--- config.mk ---
export PLATFORM = sky130hd
export DESIGN_NAME = line_follow_pid_motor_drive
export DESIGN_NICKNAME = d
export VERILOG_FILES = /design/src/rtl/lfpid_pkg.sv /design/src/rtl/lfpid_ctrl.sv /design/src/rtl/lfpid_datapath.sv /design/src/rtl/line_follow_pid_motor_drive.sv
export SDC_FILE = /design/constraint.sdc
export NUM_CORES = 2
export LEC_CHECK = 0
export BUFFER_PORTS_ARGS = -buffer_cell sky130_fd_sc_hd__buf_2
export CORE_MARGIN = 10
export CORE_UTILIZATION = 60
export DETAILED_ROUTE_END_ITERATION = 8
export GPL_ROUTABILITY_DRIVEN = 0
export PLACE_DENSITY = 0.74
export SLEW_MARGIN = 20
export SYNTH_ARGS = -nofsm -noshare
export SYNTH_HDL_FRONTEND = slang
export SYNTH_SLANG_ARGS = --single-unit
--- constraint.sdc ---
create_clock -name clk -period 17.3 [get_ports clk]
set_input_delay 2.595 -clock clk [delete_from_list [all_inputs] [get_ports clk]]
set_output_delay 2.595 -clock clk [all_outputs]
set_load 0.02 [all_outputs]
--- src/rtl/lfpid_pkg.sv ---
// Shared types, constants and helper functions for the line-follower PID drive.
// Used by the controller, the datapath and the top level; depends on nothing.
package lfpid_pkg;

	localparam int SENSOR_COUNT = 6;

	localparam logic signed [4:0] SENSOR_WEIGHT [SENSOR_COUNT] =
		'{-5'sd5, -5'sd3, -5'sd1, 5'sd1, 5'sd3, 5'sd5};

	localparam int RECIP_SHIFT = 20;

	typedef enum logic [2:0] {
		REG_PROP_GAIN   = 3'd0,
		REG_INTEG_GAIN  = 3'd1,
		REG_DERIV_GAIN  = 3'd2,
		REG_INTEG_LIMIT = 3'd3,
		REG_CRUISE_DUTY = 3'd4,
		REG_DUTY_LIMIT  = 3'd5
	} cfg_reg_t;

	typedef enum logic [3:0] {
		OP_NONE,
		OP_RECIP,
		OP_ERROR,
		OP_MUL_P,
		OP_MUL_I,
		OP_MUL_D,
		OP_SUM,
		OP_DRIVE
	} dp_op_t;

	typedef struct packed {
		logic   capture;
		dp_op_t op;
	} dp_cmd_t;

	typedef struct packed {
		logic out_full;
	} dp_status_t;

	// Rounded-up reciprocal of the detecting sensor count, scaled by 2^RECIP_SHIFT.
	function automatic logic [20:0] count_recip(input logic [2:0] count);
		logic [20:0] r;
		case (count)
			3'd1: r = 21'd1048576;
			3'd2: r = 21'd524288;
			3'd3: r = 21'd349526;
			3'd4: r = 21'd262144;
			3'd5: r = 21'd209716;
			3'd6: r = 21'd174763;
			default: r = 21'd0;
		endcase
		return r;
	endfunction

endpackage

--- src/rtl/lfpid_ctrl.sv ---
// Sequencer for the line-follower PID drive: steps the datapath through one sample.
// Depends on lfpid_pkg for the command and status types.
module lfpid_ctrl
	import lfpid_pkg::*;
(
	input  logic       clk,
	input  logic       arst_n,
	input  logic       in_valid,
	output logic       in_ready,
	input  dp_status_t status,
	output dp_cmd_t    cmd
);

	typedef enum logic [2:0] {
		ST_IDLE,
		ST_RECIP,
		ST_ERROR,
		ST_MUL_P,
		ST_MUL_I,
		ST_MUL_D,
		ST_SUM,
		ST_DRIVE
	} state_t;

	state_t state_q;

	assign in_ready = (state_q == ST_IDLE);

	always_comb begin
		cmd.capture = in_valid && (state_q == ST_IDLE);
		case (state_q)
			ST_RECIP: cmd.op = OP_RECIP;
			ST_ERROR: cmd.op = OP_ERROR;
			ST_MUL_P: cmd.op = OP_MUL_P;
			ST_MUL_I: cmd.op = OP_MUL_I;
			ST_MUL_D: cmd.op = OP_MUL_D;
			ST_SUM:   cmd.op = OP_SUM;
			ST_DRIVE: cmd.op = status.out_full ? OP_NONE : OP_DRIVE;
			default:  cmd.op = OP_NONE;
		endcase
	end

	always_ff @(posedge clk or negedge arst_n) begin
		if (!arst_n) begin
			state_q <= ST_IDLE;
		end else begin
			case (state_q)
				ST_IDLE: begin
					if (in_valid) state_q <= ST_RECIP;
				end
				ST_RECIP: state_q <= ST_ERROR;
				ST_ERROR: state_q <= ST_MUL_P;
				ST_MUL_P: state_q <= ST_MUL_I;
				ST_MUL_I: state_q <= ST_MUL_D;
				ST_MUL_D: state_q <= ST_SUM;
				ST_SUM:   state_q <= ST_DRIVE;
				ST_DRIVE: begin
					if (!status.out_full) state_q <= ST_IDLE;
				end
				default: state_q <= ST_IDLE;
			endcase
		end
	end

	a_start: assert property (@(posedge clk) disable iff (!arst_n)
		(state_q == ST_IDLE && in_valid) |=> (state_q == ST_RECIP))
		else $error("Accepted sample did not start the sequence.");

	a_hold: assert property (@(posedge clk) disable iff (!arst_n)
		(state_q == ST_DRIVE && status.out_full) |=> (state_q == ST_DRIVE))
		else $error("Result left the drive step while the output was full.");

	a_no_overwrite: assert property (@(posedge clk) disable iff (!arst_n)
		(cmd.op == OP_DRIVE) |-> !status.out_full)
		else $error("Drive issued over an untaken result.");

endmodule

--- src/rtl/lfpid_datapath.sv ---
// Datapath of the line-follower PID drive: configuration registers, error estimate,
// shared multiplier, PID accumulation, motor saturation and output register.
// Depends on lfpid_pkg.
module lfpid_datapath
	import lfpid_pkg::*;
(
	input  logic        clk,
	input  logic        arst_n,
	input  dp_cmd_t     cmd,
	output dp_status_t  status,
	input  logic [5:0]  sensor_levels,
	input  logic        cfg_valid,
	input  logic [2:0]  cfg_index,
	input  logic [15:0] cfg_data,
	output logic        out_valid,
	input  logic        out_ready,
	output logic [11:0] left_duty,
	output logic        left_reverse,
	output logic [11:0] right_duty,
	output logic        right_reverse,
	output logic        line_lost
);

	logic [15:0] prop_gain_q;
	logic [15:0] integ_gain_q;
	logic [15:0] deriv_gain_q;
	logic [14:0] integ_limit_q;
	logic [11:0] cruise_duty_q;
	logic [11:0] duty_limit_q;

	logic [5:0]          levels_q;
	logic signed [11:0]  prev_err_q;
	logic signed [15:0]  esum_q;
	logic signed [11:0]  err_q;
	logic signed [12:0]  deriv_q;
	logic                lost_q;
	logic signed [38:0]  prod_q;
	logic signed [34:0]  total_q;

	logic                out_valid_q;
	logic [11:0]         left_duty_q;
	logic                left_reverse_q;
	logic [11:0]         right_duty_q;
	logic                right_reverse_q;
	logic                line_lost_q;

	logic [2:0]          seen_count;
	logic signed [4:0]   weight_sum;
	logic [3:0]          weight_mag;
	logic [20:0]         mul_a;
	logic signed [16:0]  mul_b;
	logic signed [38:0]  product;
	logic [11:0]         quot;
	logic signed [11:0]  err_new;
	logic signed [16:0]  acc_sum;
	logic signed [16:0]  lim_pos;
	logic signed [16:0]  lim_neg;
	logic signed [16:0]  acc_clamped;
	logic signed [12:0]  deriv_new;
	logic signed [34:0]  corr_biased;
	logic signed [18:0]  corr;
	logic signed [20:0]  base_ext;
	logic signed [20:0]  corr_ext;
	logic [12:0]         drive_l;
	logic [12:0]         drive_r;

	function automatic logic [12:0] drive_motor(input logic signed [20:0] speed,
		input logic [11:0] limit);
		logic signed [20:0] lim_p;
		logic signed [20:0] sat;
		logic signed [20:0] mag;
		lim_p = $signed({9'b0, limit});
		if (speed > lim_p) sat = lim_p;
		else if (speed < -lim_p) sat = -lim_p;
		else sat = speed;
		mag = -sat;
		if (sat[20]) return {1'b1, mag[11:0]};
		return {1'b0, sat[11:0]};
	endfunction

	always_comb begin
		seen_count = '0;
		weight_sum = '0;
		for (int i = 0; i < SENSOR_COUNT; i++) begin
			if (!levels_q[i]) begin
				seen_count = seen_count + 3'd1;
				weight_sum = weight_sum + SENSOR_WEIGHT[i];
			end
		end
	end

	assign weight_mag = weight_sum[4] ? 4'(-weight_sum) : weight_sum[3:0];

	always_comb begin
		case (cmd.op)
			OP_RECIP: begin
				mul_a = count_recip(seen_count);
				mul_b = $signed({5'b0, weight_mag, 8'b0});
			end
			OP_MUL_P: begin
				mul_a = {5'b0, prop_gain_q};
				mul_b = {{5{err_q[11]}}, err_q};
			end
			OP_MUL_I: begin
				mul_a = {5'b0, integ_gain_q};
				mul_b = {esum_q[15], esum_q};
			end
			OP_MUL_D: begin
				mul_a = {5'b0, deriv_gain_q};
				mul_b = {{4{deriv_q[12]}}, deriv_q};
			end
			default: begin
				mul_a = '0;
				mul_b = '0;
			end
		endcase
	end

	assign product = $signed({1'b0, mul_a}) * mul_b;

	assign quot = prod_q[RECIP_SHIFT+11:RECIP_SHIFT];

	always_comb begin
		if (seen_count == 3'd0) err_new = prev_err_q;
		else if (weight_sum[4]) err_new = $signed(12'd0 - quot);
		else err_new = $signed(quot);
	end

	assign acc_sum   = {esum_q[15], esum_q} + {{5{err_new[11]}}, err_new};
	assign lim_pos   = $signed({2'b00, integ_limit_q});
	assign lim_neg   = -lim_pos;
	assign deriv_new = {err_new[11], err_new} - {prev_err_q[11], prev_err_q};

	always_comb begin
		if (acc_sum > lim_pos) acc_clamped = lim_pos;
		else if (acc_sum < lim_neg) acc_clamped = lim_neg;
		else acc_clamped = acc_sum;
	end

	// Adding 2^16-1 to a negative total makes the arithmetic shift round toward zero.
	assign corr_biased = total_q + (total_q[34] ? 35'sd65535 : 35'sd0);
	assign corr        = corr_biased[34:16];
	assign base_ext    = $signed({9'b0, cruise_duty_q});
	assign corr_ext    = {{2{corr[18]}}, corr};
	assign drive_l     = drive_motor(base_ext + corr_ext, duty_limit_q);
	assign drive_r     = drive_motor(base_ext - corr_ext, duty_limit_q);

	always_ff @(posedge clk or negedge arst_n) begin
		if (!arst_n) begin
			prop_gain_q   <= 16'd20480;
			integ_gain_q  <= 16'd26;
			deriv_gain_q  <= 16'd51200;
			integ_limit_q <= 15'd25600;
			cruise_duty_q <= 12'd400;
			duty_limit_q  <= 12'd999;
		end else if (cfg_valid) begin
			case (cfg_reg_t'(cfg_index))
				REG_PROP_GAIN:   prop_gain_q   <= cfg_data;
				REG_INTEG_GAIN:  integ_gain_q  <= cfg_data;
				REG_DERIV_GAIN:  deriv_gain_q  <= cfg_data;
				REG_INTEG_LIMIT: integ_limit_q <= cfg_data[14:0];
				REG_CRUISE_DUTY: cruise_duty_q <= cfg_data[11:0];
				REG_DUTY_LIMIT:  duty_limit_q  <= cfg_data[11:0];
				default: ;
			endcase
		end
	end

	always_ff @(posedge clk or negedge arst_n) begin
		if (!arst_n) begin
			prev_err_q <= '0;
			esum_q     <= '0;
		end else if (cmd.op == OP_ERROR) begin
			prev_err_q <= err_new;
			esum_q     <= acc_clamped[15:0];
		end
	end

	always_ff @(posedge clk) begin
		if (cmd.capture) levels_q <= sensor_levels;
		case (cmd.op)
			OP_RECIP: prod_q <= product;
			OP_ERROR: begin
				err_q   <= err_new;
				deriv_q <= deriv_new;
				lost_q  <= (seen_count == 3'd0);
			end
			OP_MUL_P: prod_q <= product;
			OP_MUL_I: begin
				total_q <= prod_q[34:0];
				prod_q  <= product;
			end
			OP_MUL_D: begin
				total_q <= total_q + $signed(prod_q[34:0]);
				prod_q  <= product;
			end
			OP_SUM: total_q <= total_q + $signed(prod_q[34:0]);
			default: ;
		endcase
	end

	always_ff @(posedge clk or negedge arst_n) begin
		if (!arst_n) begin
			out_valid_q <= 1'b0;
		end else if (cmd.op == OP_DRIVE) begin
			out_valid_q <= 1'b1;
		end else if (out_ready) begin
			out_valid_q <= 1'b0;
		end
	end

	always_ff @(posedge clk) begin
		if (cmd.op == OP_DRIVE) begin
			left_reverse_q  <= drive_l[12];
			left_duty_q     <= drive_l[11:0];
			right_reverse_q <= drive_r[12];
			right_duty_q    <= drive_r[11:0];
			line_lost_q     <= lost_q;
		end
	end

	assign status.out_full = out_valid_q && !out_ready;
	assign out_valid       = out_valid_q;
	assign left_duty       = left_duty_q;
	assign left_reverse    = left_reverse_q;
	assign right_duty      = right_duty_q;
	assign right_reverse   = right_reverse_q;
	assign line_lost       = line_lost_q;

	a_integ_clamp: assert property (@(posedge clk) disable iff (!arst_n)
		(cmd.op == OP_ERROR) |=>
		(esum_q <= $signed({1'b0, $past(integ_limit_q)})) &&
		(esum_q >= -$signed({1'b0, $past(integ_limit_q)})))
		else $error("Integral left its clamp range.");

	a_duty_bound: assert property (@(posedge clk) disable iff (!arst_n)
		(cmd.op == OP_DRIVE) |=>
		(left_duty_q <= $past(duty_limit_q)) && (right_duty_q <= $past(duty_limit_q)))
		else $error("Duty exceeds the saturation bound.");

	a_reverse_nonzero: assert property (@(posedge clk) disable iff (!arst_n)
		(out_valid_q && (left_reverse_q || right_reverse_q)) |->
		((!left_reverse_q || left_duty_q != 12'd0) &&
		 (!right_reverse_q || right_duty_q != 12'd0)))
		else $error("Reverse flag set with zero duty.");

endmodule

--- src/rtl/line_follow_pid_motor_drive.sv ---
// Top level of the line-follower PID motor drive.
// Joins lfpid_ctrl and lfpid_datapath; depends on lfpid_pkg.
//
// Usage: one sample of six active-low sensor levels is a transfer on the
// in_valid/in_ready channel. Each sample gives exactly one result transfer on
// out_valid/out_ready carrying both motor duties, their reverse bits and the
// line_lost flag. Gains, integral limit, cruise duty and duty limit are written
// through cfg_valid/cfg_index/cfg_data; cfg_ready is always high, and an
// unused index is ignored. Write configuration only while no sample is in work.
//
// A sample passes these steps from its transfer until its result is in the output
// register: the reciprocal multiply that divides by the sensor count, the error
// and integral update, the P, I and D products on the shared multiplier, the
// final sum and saturation.
// The next sample is taken only once the previous result is in that register.
// The result waits in the output register while the receiver stalls; a further
// sample is still taken and worked on, and it waits at the drive step until
// the earlier result has been taken.
// Reset clears the previous error and the integral and loads the default
// configuration; the block is ready in the first cycle after reset.
module line_follow_pid_motor_drive
	import lfpid_pkg::*;
(
	input  logic        clk,
	input  logic        arst_n,
	input  logic        in_valid,
	output logic        in_ready,
	input  logic [5:0]  sensor_levels,
	output logic        out_valid,
	input  logic        out_ready,
	output logic [11:0] left_duty,
	output logic        left_reverse,
	output logic [11:0] right_duty,
	output logic        right_reverse,
	output logic        line_lost,
	input  logic        cfg_valid,
	output logic        cfg_ready,
	input  logic [2:0]  cfg_index,
	input  logic [15:0] cfg_data
);

	dp_cmd_t    cmd;
	dp_status_t status;

	assign cfg_ready = 1'b1;

	lfpid_ctrl u_ctrl (
		.clk      (clk),
		.arst_n   (arst_n),
		.in_valid (in_valid),
		.in_ready (in_ready),
		.status   (status),
		.cmd      (cmd)
	);

	lfpid_datapath u_datapath (
		.clk           (clk),
		.arst_n        (arst_n),
		.cmd           (cmd),
		.status        (status),
		.sensor_levels (sensor_levels),
		.cfg_valid     (cfg_valid),
		.cfg_index     (cfg_index),
		.cfg_data      (cfg_data),
		.out_valid     (out_valid),
		.out_ready     (out_ready),
		.left_duty     (left_duty),
		.left_reverse  (left_reverse),
		.right_duty    (right_duty),
		.right_reverse (right_reverse),
		.line_lost     (line_lost)
	);

endmodule
==> results.rst <==
.. list-table::
   :header-rows: 1

   * - Metric
     - Value
   * - Setup clock skew after layout
     - 0.0227 ns
   * - Status
     - finished, final reports clean
   * - Commonest cells after routing, fill and taps aside
     - 463 x inv_1, 366 x nor2_1, 327 x ha_1
   * - Cell area after technology mapping
     - 30700 sq um
   * - Clk Latency, worst-skew pair
     - 0.59 ns
   * - Dominant register cell in the synthesized netlist
     - edfxtp_1
   * - WHS Endpoint
     - u_datapath.prev_err_q[1]
   * - Final routed DRC violation total
     - 0
   * - Die X
     - 246 um
   * - Required time reported for the critical path endpoint
     - 17.64 ns
   * - Via count of the routed design
     - 24500
   * - CTS H-Tree Depth
     - 1
   * - Detail Route Antenna Nets
     - 0
   * - Final sum of negative setup slack
     - 0 ns
   * - Final-report hold violation count
     - 0
   * - Cell types with the largest area share after synthesis
     - fa_1 19%, ha_1 13%, edfxtp_1 13%, dfrtp_1 7.9%, inv_1 5.7%
   * - Post-DP HPWL
     - 63.8 mm
   * - Area leader, netlist
     - fa_1
   * - GRT overflow
     - 0
   * - Cell type of the slowest stage on the worst timing path
     - a2111oi_0
   * - Initial core utilization
     - 61.0%
   * - Die area
     - 60600 sq um
   * - Flip-flop and latch count after synthesis
     - 248
   * - Fmax
     - 88.5 MHz
   * - Number of optimization iterations in the first detailed-route pass
     - 6
   * - Die span in y
     - 246 um
   * - Total length of routed wires
     - 79.9 mm
   * - Maximum net fanout on the critical path
     - 11
   * - Filler Cells Inserted
     - 4010
   * - Maximum clock path buffer count
     - 3
   * - Nets
     - 4058
   * - Highest cell delay on the worst timing path
     - 1.02 ns
   * - RR Endpoint
     - u_datapath.prod_q[30]
   * - Avg WL per Cell
     - 19.4 um
   * - Area after detailed placement
     - 32000 sq um
   * - Total global-route track usage
     - 26.7%
   * - Worst-Margin Slew
     - 1.12 ns
   * - Synthesized instance count
     - 3334
   * - Wire length of the first global-routing pass
     - 131 mm
   * - Max-cap violation count
     - 0
   * - Crit end category
     - register
   * - RSZ-0062 raised after global routing
     - no
   * - Async SR Flop Fraction
     - 48.0%
   * - Top-Level Pins
     - 60
   * - Max-slew violation count
     - 0
   * - Number of synthesized flops with an enable pin
     - 129
   * - Signal arrival time at the worst endpoint
     - 11.64 ns
   * - Critical Path Start Type
     - register
   * - Number of clock buffers inserted by TritonCTS
     - 28
   * - Warnings from Yosys
     - 0
   * - Seq/Total Area, Yosys
     - 22.4%
   * - Via count of the first global-routing pass
     - 25500
   * - CTS clock-pin slew for the worst setup and hold paths
     - 0.07 ns
   * - Master cell of the clock root buffer
     - clkbuf_16
   * - Setup fix buffers added after clock tree synthesis
     - 0
   * - Worst r2r path cells
     - 38
   * - Layout cell share with drive strength beyond 1
     - 10.3%
   * - Period utilisation layout
     - 65.3%
   * - Final instance area
     - 33000 sq um
   * - Number of clock sinks seen by CTS
     - 248
   * - Port Buffers
     - 58
   * - Post-CTS Hold Buffers
     - 0
   * - P&R area growth vs syn
     - 7.34%
   * - Unique masters post-synth
     - 98
   * - Min-Delay Path Depth
     - 2
   * - Crit Path Class
     - register to register
   * - Final setup violating endpoints
     - 0
   * - CTS tree
     - yes
   * - Antenna violations before repair
     - 1
   * - Hold/Removal Path Class
     - register to register
   * - Slew Limit Headroom
     - 23.1%
   * - Portion of synthesized cell area occupied by the leading cell type
     - 18.8%
   * - Critical hold path startpoint
     - u_datapath.prev_err_q[1]
   * - Avg Synthesized Cell Area
     - 9.21 sq um
   * - RR Startpoint
     - u_datapath.levels_q[0]
   * - Min Clock Period, post-route
     - 11.30 ns
   * - Setup slack of the worst register-to-register path
     - 6.00 ns
   * - Most common cell after layout, fill and taps aside
     - inv_1
   * - Avg Vias per Cell
     - 5.97
   * - Placeable core area
     - 50400 sq um
   * - First-iteration detailed-routing DRC count
     - 2067
   * - Pin count of the biggest net entering global routing
     - 70
   * - Number of placement rows
     - 82
   * - Number of instances resized during post-cts repair
     - 0
==> through the flow <==
step                hold WS (ns)  instances  utilization, %  setup slack [ns]
floorplan                  0.400       3391               -              7.52
CTS                        0.506       4107            65.4              6.17
global placement           0.485       4055            63.5              6.60
global route               0.527       4108            65.4              5.37
finish                     0.505       4108            65.4              6.00
detailed placement         0.493       4055            63.5              6.19
==> sequential cells by signal, summed over array words and instances (netlist names), 3 cells and up <==
name and flops:
u_datapath.esum_q 16, u_datapath.prop_gain_q 16, u_datapath.integ_gain_q 16, u_datapath.integ_limit_q 15, u_datapath.err_q 12, u_datapath.levels_q 6
u_datapath.cruise_duty_q 12, u_datapath.prev_err_q 12, u_datapath.left_duty 12, u_ctrl.state_q 3, u_datapath.right_duty 12, u_datapath.duty_limit_q 12
u_datapath.prod_q 35, u_datapath.deriv_gain_q 16, u_datapath.deriv_q 13, u_datapath.total_q 35
==> cells by family after synthesis <==
group / synth area share (%)
other: 0.0245
flip-flops: 22.4
XOR/XNOR: 5.34
multiplexers: 5.65
AO/OA/AOI/OAI: 13.3
adder cells (fa/ha/maj): 32.1
AND/OR/NAND/NOR: 14.1
buffers and inverters: 7.13
==> critical path, delay by kind of cell (launching register included) <==
family | cells | cell delay (ns)
DFF | 1 | 0.45
muxes | 2 | 0.46
and+or+nand+nor | 5 | 1.18
buffers and inverters | 7 | 0.63
AOI/OAI and AO/OA | 11 | 3.54
xor gates and xnor gates | 2 | 0.50
adders and majority gates | 11 | 4.31
==> synthesized netlist by cell type, types with 22 or more instances <==
library cell and number:
nor3_1 53, edfxtp_1 129, mux2i_1 38, nand3_1 39, nand2_1 253, nor2b_1 41, xnor2_1 142, clkbuf_1 100
inv_1 463, nand2b_1 45, nand4_1 25, o21ai_0 132, and2_1 25, xor2_1 42, a21oi_1 157, o21a_1 38
nor2_1 367, fa_1 288, dfrtp_1 97, ha_1 327, a21o_1 45, dfstp_2 22, mux2_2 119
==> worst max path at each step <==
stage                            from                     to  slack, ns  depth (start not counted)
2_1_floorplan  u_datapath.levels_q[0]  u_datapath.prod_q[30]       7.52                         38
5_1_grt        u_datapath.levels_q[0]  u_datapath.prod_q[30]       5.37                         37
3_3_place_gp   u_datapath.levels_q[0]  u_datapath.prod_q[30]       6.60                         40
4_1_cts        u_datapath.levels_q[0]  u_datapath.prod_q[30]       6.17                         38
6_report       u_datapath.levels_q[0]  u_datapath.prod_q[30]       6.00                         38
3_5_place_dp   u_datapath.levels_q[0]  u_datapath.prod_q[30]       6.19                         40
==> routing by layer <==
metal	vias up	routed length, um	track usage [%]
met1	12000	32200	33.5
met3	196	6250	4.58
met2	987	38700	45.8
met5	-	0	0
li1	11300	-	-
met4	0	2740	9.04
==> cell type report <==
class,instances,area [sq um],share of cell area [%]
clock buffer,40,840,2.55
inverter,465,1750,5.30
antenna,1,2.50,0.00759
sequential,248,6880,20.9
timing repair buffer,104,638,1.94
clock inverter,12,96.3,0.292
multi-input combinational,2566,21900,66.5
tap,672,841,2.55
Power is not shown: default switching activity piles up to over one toggle a cycle in this logic, so the estimate is an artifact.
